### src/hw/rtl/kti_pkg.sv
// Package with types, codes and constants of the keyframe table interpolator
`default_nettype none
package kti_pkg;
    localparam int KTI_MAX_KEYS = 64;

    typedef enum logic [2:0] {
        FN_ADD  = 3'd0,
        FN_DEL  = 3'd1,
        FN_FIND = 3'd2,
        FN_GET  = 3'd3,
        FN_NEAR = 3'd4,
        FN_PLAY = 3'd5
    } func_t;

    typedef enum logic [3:0] {
        ST_IDLE,
        ST_SCAN,
        ST_SCAN_WAIT,
        ST_SHIFT_RD,
        ST_SHIFT_WR,
        ST_MOD,
        ST_DIV_SETUP,
        ST_DIV,
        ST_LERP,
        ST_EMIT_RD,
        ST_EMIT,
        ST_OUT
    } state_t;

    typedef struct packed {
        logic [15:0] key;
        logic [47:0] pos;
        logic [47:0] scl;
        logic [47:0] rot;
        logic        flag;
    } entry_t;

    function automatic logic [15:0] lerp_lane(input logic [15:0] a, input logic [15:0] b,
                                               input logic [15:0] f);
        logic signed [16:0] d;
        logic signed [34:0] t;
        logic signed [18:0] q;
        begin
            d = $signed({b[15], b}) - $signed({a[15], a});
            t = d * $signed({1'b0, f}) + 35'sd32768;
            q = t[34:16];
            lerp_lane = a + q[15:0];
        end
    endfunction

    function automatic logic [47:0] lerp3(input logic [47:0] a, input logic [47:0] b,
                                          input logic [15:0] f);
        logic [47:0] r;
        begin
            for (int n = 0; n < 3; n++)
                r[16*n +: 16] = lerp_lane(a[16*n +: 16], b[16*n +: 16], f);
            lerp3 = r;
        end
    endfunction
endpackage
`default_nettype wire

### src/hw/rtl/kti_divider.sv
// Restoring serial divider, one quotient bit per cycle, remainder too
`default_nettype none
module kti_divider
    import kti_pkg::*;
(
    input  wire logic        clk,
    input  wire logic        rst_n,
    input  wire logic        start,
    input  wire logic [39:0] dividend,
    input  wire logic [23:0] divisor,
    output logic             busy,
    output logic [39:0]      quotient,
    output logic [23:0]      remainder
);
    logic [39:0] q_reg;
    logic [24:0] r_reg;
    logic [5:0]  cnt_reg;
    logic [23:0] d_reg;
    logic [24:0] trial;

    assign trial = {r_reg[23:0], q_reg[39]} - {1'b0, d_reg};

    always_ff @(posedge clk or negedge rst_n)
    begin
        if (!rst_n)
        begin
            cnt_reg <= '0;
        end
        else if (start)
        begin
            cnt_reg <= 6'd40;
        end
        else if (cnt_reg != '0)
        begin
            cnt_reg <= cnt_reg - 6'd1;
        end
    end

    always_ff @(posedge clk)
    begin
        if (start)
        begin
            q_reg <= dividend;
            r_reg <= '0;
            d_reg <= divisor;
        end
        else if (cnt_reg != '0)
        begin
            if (!trial[24])
            begin
                r_reg <= trial;
                q_reg <= {q_reg[38:0], 1'b1};
            end
            else
            begin
                r_reg <= {r_reg[23:0], q_reg[39]};
                q_reg <= {q_reg[38:0], 1'b0};
            end
        end
    end

    assign busy = (cnt_reg != '0);
    assign quotient = q_reg;
    assign remainder = r_reg[23:0];
endmodule
`default_nettype wire

### config.mk
export PLATFORM = sky130hd
export DESIGN_NAME = kti_divider
export DESIGN_NICKNAME = d
export VERILOG_FILES = /design/src/hw/rtl/kti_pkg.sv /design/src/hw/rtl/kti_divider.sv
export SDC_FILE = /design/constraint.sdc
export NUM_CORES = 1
export LEC_CHECK = 0
export BUFFER_PORTS_ARGS = -buffer_cell sky130_fd_sc_hd__clkbuf_2
export CORE_MARGIN = 1
export CORE_UTILIZATION = 53
export DETAILED_ROUTE_END_ITERATION = 8
export PLACE_DENSITY = 0.88
export SYNTH_ARGS = -nofsm -noshare
export SYNTH_HDL_FRONTEND = slang
export SYNTH_SLANG_ARGS = --single-unit
### constraint.sdc
create_clock -name clk -period 3.55 [get_ports clk]
set_clock_uncertainty 0.05 [all_clocks]
set_input_delay 0 -clock clk [delete_from_list [all_inputs] [get_ports clk]]
set_output_delay 0 -clock clk [all_outputs]
set_load 0.005 [all_outputs]
==> results of run 1 <==
==> logic make-up (layout without fill, tap and decap cells) <==
group           after synthesis  count (layout)  share of synthesized area
simple gates                117             117                      0.107
buf+inv                      53             254                     0.0415
compound gates              106             106                      0.148
mux                          54              54                      0.113
fa+ha+maj                    26              26                     0.0638
flops                        94              94                      0.490
xor+xnor                     21              21                     0.0367
==> area by class of cell <==
class | count | area share
inverter | 31 | 0.0169
tap | 129 | 0.0235
clock inverter | 6 | 0.00857
sequential | 94 | 0.372
clock buffer | 10 | 0.0186
timing repair buffer | 207 | 0.203
multi-input combinational | 324 | 0.357
==> critical path, stage by stage (launching register included) <==
cell and delay [ns]:
edfxtp_1 0.44, inv_1 0.08, ha_1 0.18, fa_1 0.26, nor2b_4 0.05, o31a_1 0.30, o41ai_4 0.36, o211ai_2 0.18
a31oi_4 0.29, xor2_2 0.54, o21ai_0 0.28
==> per-stage QoR <==
| stage | util | worst slack [ns] | cell area [um^2] | instances |
|---|---|---|---|---|
| global route | 0.733 | 0.126 | 6870 | 801 |
| global placement | 0.641 | 0.510 | 6010 | 718 |
| detailed placement | 0.641 | 0.412 | 6010 | 718 |
| finish | 0.733 | 0.232 | 6870 | 801 |
| CTS | 0.733 | 0.355 | 6870 | 801 |
| floorplan | - | 0.565 | 5210 | 471 |
==> worst min path at each step <==
stage / from / end / slack (ns) / cells past startpoint
detailed placement: rst_n / cnt_reg[4]$_DFFE_PN0P_ / -0.21 / 1
finish: divisor[4] / d_reg[4]$_DFFE_PP_ / 0.29 / 2
global route: divisor[15] / d_reg[15]$_DFFE_PP_ / 0.29 / 2
CTS: divisor[3] / d_reg[3]$_DFFE_PP_ / 0.28 / 2
global placement: rst_n / cnt_reg[4]$_DFFE_PN0P_ / -0.22 / 1
floorplan: rst_n / cnt_reg[0]$_DFFE_PN0P_ / -0.35 / 0
==> layer usage <==
layer | track usage | part of all wire | wire (um)
met2 | 0.487 | 0.51 | 7360
met1 | 0.322 | 0.38 | 5430
met5 | 0 | 0 | 0
met3 | 0.0580 | 0.070 | 1000
met4 | 0.155 | 0.042 | 609
==> cell usage in the layout (no fill, tap or decap), types with 4 or more instances in the layout <==
master | synthesis | final
a31oi_1 | 5 | 5
dfxtp_1 | 24 | 24
dfrtp_1 | 6 | 6
mux2i_1 | 15 | 15
o31a_1 | 5 | 5
xnor2_1 | 15 | 14
a211oi_1 | 18 | 18
nand2_1 | 28 | 28
a21o_1 | 5 | 5
nor2_1 | 39 | 39
and2_1 | 4 | 4
nand2b_1 | 5 | 5
a21oi_1 | 21 | 21
nand3_1 | 11 | 11
o21ai_0 | 15 | 15
dlygate4sd3_1 | 0 | 67
o21a_1 | 7 | 7
xor2_1 | 5 | 5
buf_4 | 1 | 10
ha_1 | 25 | 25
mux2_2 | 39 | 39
a311oi_1 | 4 | 4
clkbuf_2 | 0 | 130
edfxtp_1 | 64 | 64
nor2b_1 | 5 | 5
nand4_1 | 5 | 5
nor3_1 | 8 | 8
clkbuf_8 | 0 | 9
inv_1 | 29 | 29
==> power breakdown <==
group          switching (mW)  internal (mW)  leakage, nW
combinational           0.333          0.329         1.98
sequential             0.0772           1.28        0.926
clock                   0.436          0.268       0.0898
total                   0.847           1.88         3.00
==> run_results.csv, run 1 <==
group,metric,value,unit
run_status,outcome,"completed",
global_routing,antenna_found_initial,0,
placed_design,gp_congestion,0.972,
clock_tree,cts_tree,"built",
global_routing,gr-total-overflow,0,
final_layout,diodes,0,
die,die_x,101,um
timing,final_max_slew_viol_count,0,
route,drtIter0Drc,309,
setup_path,cp-start-kind,"flip-flop",
synth,mappedNetlistArea,5210,um^2
pwr,ir_drop,0.310,mV
die,io_pins,132,
setup_path,worstReg2RegEnd,"quotient[0]$_DFFE_PP_",
route,dr.pass1.iters,8,
synth,synth_area_per_cell,11.1,um^2
synth,synth_warnings,0,
synth,ys_seq_area_frac,0.490,
setup_path,critPathArrivalTime,3.34,ns
synth,synth_commonest_cells,"edfxtp_1, mux2_2, nor2_1",
clock_tree,cts_setup_buffers,0,
timing,fin_crit_sh,0.935,
global_routing,grt_pass1_wl,21.8,mm
synth,synth_area_leaders,"edfxtp_1, dfxtp_1, mux2_2",
clock_tree,clk_pin_slew,0.11,ns
die,fp.dieArea,10200,um^2
timing,hold_ws,0.289,ns
setup_path,r2r_cells,10,
timing,slew-limit-headroom,0.429,
clock_tree,clock-sinks,94,
placed_design,dp_hpwl,8.95,mm
setup_path,cp-startpoint,"quotient[39]$_DFFE_PP_",
final_layout,nNetsFinal,760,
final_layout,largest_reg_flops,40,
route,route.vias.total,4648,
clock_tree,ctsLongestPathBuffers,2,
run,cap_violations,0,
clock_tree,cts_buffers,9,
clock_tree,h-tree-depth,3,
pwr,p_leak,3.00,nW
synth,synth_most_common_cell,"edfxtp_1",
die,start_util,0.556,
timing,tns,0,ns
synth,synth_top_area_share,0.369,
pwr,finalPower,2.73,mW
timing,tightest_slew,0.856,ns
timing,period_needed,3.32,ns
die,die_y,101,um
timing,max_freq,0.301,GHz
synth,netlist_instances,471,
timing,rsz0062_at_grt,"no",
worst_hold_path,min_path_type,"in -> reg",
final_layout,regArea,2550,um^2
synth,synth-main-ff-cell,"edfxtp_1",
setup_path,worstSetupEndpoint,"quotient[0]$_DFFE_PP_",
die,rows,35,
final_layout,fillers,661,
final_layout,syn2layout_area_growth,31.7,%
final_layout,drive_gt1_frac,0.301,
pwr,power.density,397,nW/um^2
setup_path,crit_fanout,12,
clock_tree,clkLatencyLatePin,0.38,ns
synth,async_flop_share,0.0638,
synth,syn-num-nets,564,
route,drtAntennaViolNets,0,
die,core_area,9370,um^2
synth,ys_types,57,
route,drt_wl_total,14.4,mm
clock_tree,cts-resized-gates,0,
global_routing,grt_max_degree,73,
route,drc,0,
setup_path,reg2reg_slack,0.23,ns
timing,hold_viol_final,0,
setup_path,setup.worst_path.end_class,"flip-flop",
setup_path,timing.rr.start,"quotient[39]$_DFFE_PP_",
placed_design,portBuffers,131,
timing,setup_violations,0,
synth,ys_ff_latch,94,
setup_path,path_class,"reg -> reg",
final_layout,multi_input_area,2450,um^2
setup_path,required,3.58,ns
route,wl_per_cell,18.0,um
route,vias_per_cell,5.80,
synth,synth_top_cell_by_area,"edfxtp_1",
synth,synth_edf_count,64,
global_routing,grt_pass1_vias,4499,
clock_tree,ctsHoldBuffers,67,
clock_tree,cts_root_buf,"clkbuf_8",
global_routing,gr-usage-all-layers,0.280,
No activity file was read; power rests on OpenSTA's default activity.
==> inputs of run 2 (changes only) <==
--- a/config.mk
+++ b/config.mk
@@ -9,4 +9,5 @@
 export CORE_MARGIN = 1
 export CORE_UTILIZATION = 53
+export CTS_BUF_LIST = sky130_fd_sc_hd__clkbuf_4 sky130_fd_sc_hd__clkbuf_8
 export DETAILED_ROUTE_END_ITERATION = 8
 export PLACE_DENSITY = 0.88
==> constraint.sdc (replaced) <==
create_clock -name clk -period 3.55 [get_ports clk]
set_clock_uncertainty 0.05 [all_clocks]
set_input_delay 0.71 -clock clk [delete_from_list [all_inputs] [get_ports clk]]
set_output_delay 0.71 -clock clk [all_outputs]
set_load 0.005 [all_outputs]
==> run_results.csv, run 2 (synthesized netlist as in run 1, its figures left out) <==
group,metric,value,unit
setup_path,crit_path_max_incr_delay,0.45,ns
final_layout,layout_commonest_cell,"clkbuf_2",
final_layout,final_cells,735,
global_routing,grt_pass1_wl,19.5,mm
setup_path,cp-startpoint,"quotient[39]$_DFFE_PP_",
die,die_x,101,um
final_layout,multi_input_area,2460,um^2
clock_tree,cts_root_buf,"clkbuf_8",
timing,tns,0,ns
setup_path,crit_family,"compound AO/OA/AOI/OAI gates",
setup_path,critPathArrivalTime,3.44,ns
placed_design,place_area,6030,um^2
placed_design,dp_hpwl,8.94,mm
clock_tree,clkLatencyLatePin,0.38,ns
die,io_pins,132,
final_layout,drive_gt1_frac,0.337,
setup_path,crit_chain,"inv_1, ha_1, fa_1, nor2b_4, o31a_1, o41ai_4, o211ai_2, a31oi_4, xnor2_4, buf_4, mux2i_1, a211oi_1",
setup_path,slowest_stage,"edfxtp_1",
clock_tree,clk_pin_slew,0.09,ns
run,cap_violations,0,
setup_path,r2r_cells,12,
global_routing,gr-usage-all-layers,0.243,
clock_tree,ctsLongestPathBuffers,2,
pwr,power.density,423,nW/um^2
die,start_util,0.556,
route,route.vias.total,4194,
pwr,ir_drop,0.226,mV
final_layout,utilization,0.663,
timing,setup_violations,0,
die,die_y,101,um
final_layout,nNetsFinal,694,
setup_path,crit_fanout,11,
timing,max_freq,0.311,GHz
global_routing,antenna_found_initial,0,
setup_path,reg2reg_slack,0.33,ns
timing,hold_ws,0.111,ns
timing,rsz0062_at_grt,"no",
timing,period_needed,3.22,ns
die,fp.dieArea,10200,um^2
route,drt_wl_total,12.1,mm
clock_tree,cts_setup_buffers,0,
placed_design,portBuffers,131,
global_routing,grt_pass1_vias,4086,
setup_path,cp-start-kind,"flip-flop",
setup_path,cp_num_buf_inv,2,
route,dr.pass1.iters,5,
final_layout,final_cell_mix,"clkbuf_2, edfxtp_1, nor2_1, mux2_2, inv_1",
setup_path,required,3.77,ns
setup_path,path_class,"reg -> reg",
placed_design,dp.cells,719,
route,vias_per_cell,5.71,
placed_design,gp_congestion,0.898,
route,drtIter0Drc,247,
final_layout,regArea,2550,um^2
global_routing,gr-total-overflow,0,
clock_tree,ctsHoldBuffers,0,
die,rows,35,
final_layout,diodes,0,
global_routing,grt_max_degree,63,
timing,tightest_slew,0.737,ns
setup_path,timing.rr.start,"quotient[39]$_DFFE_PP_",
die,core_area,9370,um^2
placed_design,post-place-ws,0.353,ns
clock_tree,cts_tree,"built",
timing,hold_viol_final,0,
run_status,outcome,"completed",
timing,worst_slack,0.334,ns
pwr,finalPower,2.63,mW
route,drtAntennaViolNets,0,
clock_tree,cts-resized-gates,0,
clock_tree,cts_buffers,9,
timing,fin_crit_sh,0.906,
timing,slew-limit-headroom,0.509,
timing,final_max_slew_viol_count,0,
worst_hold_path,min_path_type,"in -> async",
final_layout,fillers,761,
clock_tree,clock-sinks,94,
final_layout,largest_reg_flops,40,
pwr,p_leak,2.73,nW
final_layout,syn2layout_area_growth,19.2,%
setup_path,path_depth,12,
setup_path,setup.worst_path.end_class,"flip-flop",
final_layout,finalInstanceArea,6210,um^2
route,wl_per_cell,16.5,um
route,drc,0,
clock_tree,h-tree-depth,3,
## run 2: changes by cell type in the layout (fill, tap and decap cells not counted), sizes merged
cell         delta
inv             +2
dlygate4sd3    -67
clkinv          -2
buf             +1
## run 2: layer usage
metal | wire length, um | track usage
met5 | 0 | 0
met3 | 681 | 0.0414
met1 | 5020 | 0.312
met2 | 6190 | 0.408
met4 | 248 | 0.106
## run 2: layout make-up
class,count,area share
inverters,31,0.0187
multi-input cells,324,0.397
clock buffers,10,0.0211
repair buffers,141,0.118
flip-flops and latches,94,0.411
well taps,129,0.0260
clock inverters,6,0.00866
## run 2: report_power, final
part | internal, mW | total (mW) | switching, mW | leakage [nW]
Combinational | 0.283 | 0.589 | 0.305 | 1.71
Sequential | 1.28 | 1.35 | 0.0691 | 0.926
Clock | 0.275 | 0.686 | 0.411 | 0.0928
## run 2: path summary, 6_finish.rpt
path | endpoint
max | r_reg[11]$_SDFFE_PP0P_
min | cnt_reg[4]$_DFFE_PN0P_
max reg2reg | r_reg[11]$_SDFFE_PP0P_
min reg2reg | r_reg[10]$_SDFFE_PP0P_
max in group asynchronous | cnt_reg[5]$_DFFE_PN0P_
min in group clk | d_reg[6]$_DFFE_PP_
==> inputs of run 3 (changes only) <==
- GPL_TIMING_DRIVEN: unset -> 0
- RECOVER_POWER: unset -> 50
==> run_results.csv, run 3 (synthesized netlist as in run 1, its figures left out) <==
group,metric,value,unit
run_status,outcome,"completed",
route,vias_per_cell,5.67,
timing,setup_violations,0,
route,wl_per_cell,16.7,um
setup_path,cp-start-kind,"flip-flop",
clock_tree,ctsLongestPathBuffers,2,
pwr,power.density,425,nW/um^2
pwr,p_int,1.83,mW
final_layout,syn2layout_area_growth,18.4,%
die,rows,35,
placed_design,gp_congestion,0.881,
setup_path,crit_fanout,10,
die,die_x,101,um
clock_tree,cts_tree,"built",
setup_path,reg2reg_slack,0.14,ns
die,core_area,9370,um^2
setup_path,required,3.77,ns
clock_tree,ctsHoldBuffers,0,
global_routing,gr-usage-all-layers,0.246,
setup_path,setup.worst_path.end_class,"flip-flop",
placed_design,portBuffers,131,
timing,fin_crit_sh,0.961,
final_layout,fillers,757,
setup_path,path_class,"reg -> reg",
timing,slew-limit-headroom,0.367,
final_layout,layout_commonest_cell,"clkbuf_2",
die,die_y,101,um
global_routing,grt_pass1_vias,4049,
global_routing,grt_max_degree,41,
timing,hold_viol_final,0,
global_routing,gr-total-overflow,0,
placed_design,dp.cells,731,
final_layout,final_cells,747,
pwr,p_leak,2.60,nW
die,fp.dieArea,10200,um^2
placed_design,place_area,6030,um^2
final_layout,nNetsFinal,706,
route,drtAntennaViolNets,0,
run,cap_violations,0,
final_layout,finalInstanceArea,6170,um^2
clock_tree,cts_setup_buffers,0,
clock_tree,cts_buffers,9,
route,dr.pass1.iters,5,
route,drtIter0Drc,239,
route,wl_met3,617,um
pwr,comb_power_share,0.221,
timing,period_needed,3.41,ns
route,top_layer_used,"met4",
clock_tree,clk_pin_slew,0.10,ns
timing,tns,0,ns
global_routing,grt_pass1_wl,19.4,mm
setup_path,critPathArrivalTime,3.63,ns
timing,rsz0062_at_grt,"no",
pwr,p_sw,796,uW
route,drc,0,
final_layout,diodes,0,
die,start_util,0.556,
final_layout,final_cell_mix,"clkbuf_2, edfxtp_1, clkbuf_1",
final_layout,largest_reg_flops,40,
timing,max_freq,0.293,GHz
route,wl_met2,6.35,mm
clock_tree,h-tree-depth,3,
route,drt_wl_total,12.5,mm
placed_design,dp_hpwl,9.26,mm
global_routing,antenna_found_initial,0,
die,io_pins,132,
pwr,swShare,0.303,
clock_tree,cts_root_buf,"clkbuf_8",
route,wl_met1,5.31,mm
final_layout,drive_gt1_frac,0.262,
pwr,pwr-share-clk,0.264,
clock_tree,clock-sinks,94,
route,route.vias.total,4239,
pwr,seq_power_share,0.515,
timing,final_max_slew_viol_count,0,
worst_hold_path,min_path_type,"in -> async",
timing,tightest_slew,0.946,ns
clock_tree,clkLatencyLatePin,0.37,ns
pwr,ir_drop,0.273,mV
-- run 3: cell count changes in the layout (fill, tap and decap cells not counted), moves of 5 or more --
cell / change
clkbuf_2: -39
buf_2: +5
buf_4: -10
clkbuf_1: +54
-- run 3: critical path: stages, from the launching register on --
cell and delay [ns]:
edfxtp_1 0.44, inv_1 0.08, ha_1 0.18, fa_1 0.27
nor2b_4 0.06, o31a_1 0.31, o41ai_4 0.48, o211ai_2 0.23
a31oi_4 0.29, xnor2_1 0.21, buf_2 0.35, nand2_1 0.09
a311oi_1 0.28
-- run 3: worst paths after layout --
kind                                         from                endpoint  depth (start not counted)
min in group clk                      divisor[20]     d_reg[20]$_DFFE_PP_                          1
min reg2reg                 r_reg[1]$_SDFFE_PP0P_   r_reg[2]$_SDFFE_PP0P_                          2
max in group asynchronous                   rst_n  cnt_reg[1]$_DFFE_PN0P_                          1
max                        quotient[39]$_DFFE_PP_  r_reg[22]$_SDFFE_PP0P_                         12
min                                         rst_n  cnt_reg[3]$_DFFE_PN0P_                          1
max reg2reg                quotient[39]$_DFFE_PP_  r_reg[22]$_SDFFE_PP0P_                         12
-- run 3: what timing repair did --
item | in CTS | in global routing
resized for setup | 1 | 0
pin swaps | 0 | 1
setup endpoints to repair | 1 | 12
-- run 3: routing by layer --
layer  global-route usage  vias to the layer above
li1                     -                     2033
met1                0.319                     2048
met2                0.415                      137
met3               0.0400                       21
met4               0.0936                        0
met5                    0                        -
-- run 3: metrics by stage --
step	power, mW	hold slack, ns	setup WS (ns)	utilization
after floorplan	1.75	0.364	0.565	-
after global placement	1.92	0.455	0.0273	0.644
after detailed placement	1.96	0.472	0.150	0.644
after CTS	2.64	0.105	0.123	0.664
after global routing	2.75	0.177	0.00840	0.659
final	2.63	0.165	0.138	0.659
-- run 3: final cells by class --
| type | count | area, um^2 | area share |
|---|---|---|---|
| Sequential cell | 94 | 2550 | 0.413 |
| Multi-Input combinational cell | 324 | 2450 | 0.397 |
| Timing Repair Buffer | 131 | 606 | 0.0981 |
| Tap cell | 129 | 161 | 0.0261 |
| Clock buffer | 10 | 131 | 0.0213 |
| Inverter | 31 | 116 | 0.0188 |
| Buffer | 22 | 100 | 0.0162 |
| Clock inverter | 6 | 55.1 | 0.00892 |
-- run 3: power by group through the flow --
stage          clock (mW)  combinational [mW]  sequential, mW
5_1_grt             0.747               0.639            1.37
6_report            0.694               0.580            1.35
4_1_cts             0.701               0.587            1.35
3_5_place_dp            0               0.581            1.38
2_1_floorplan           0               0.380            1.37
3_3_place_gp            0               0.556            1.37
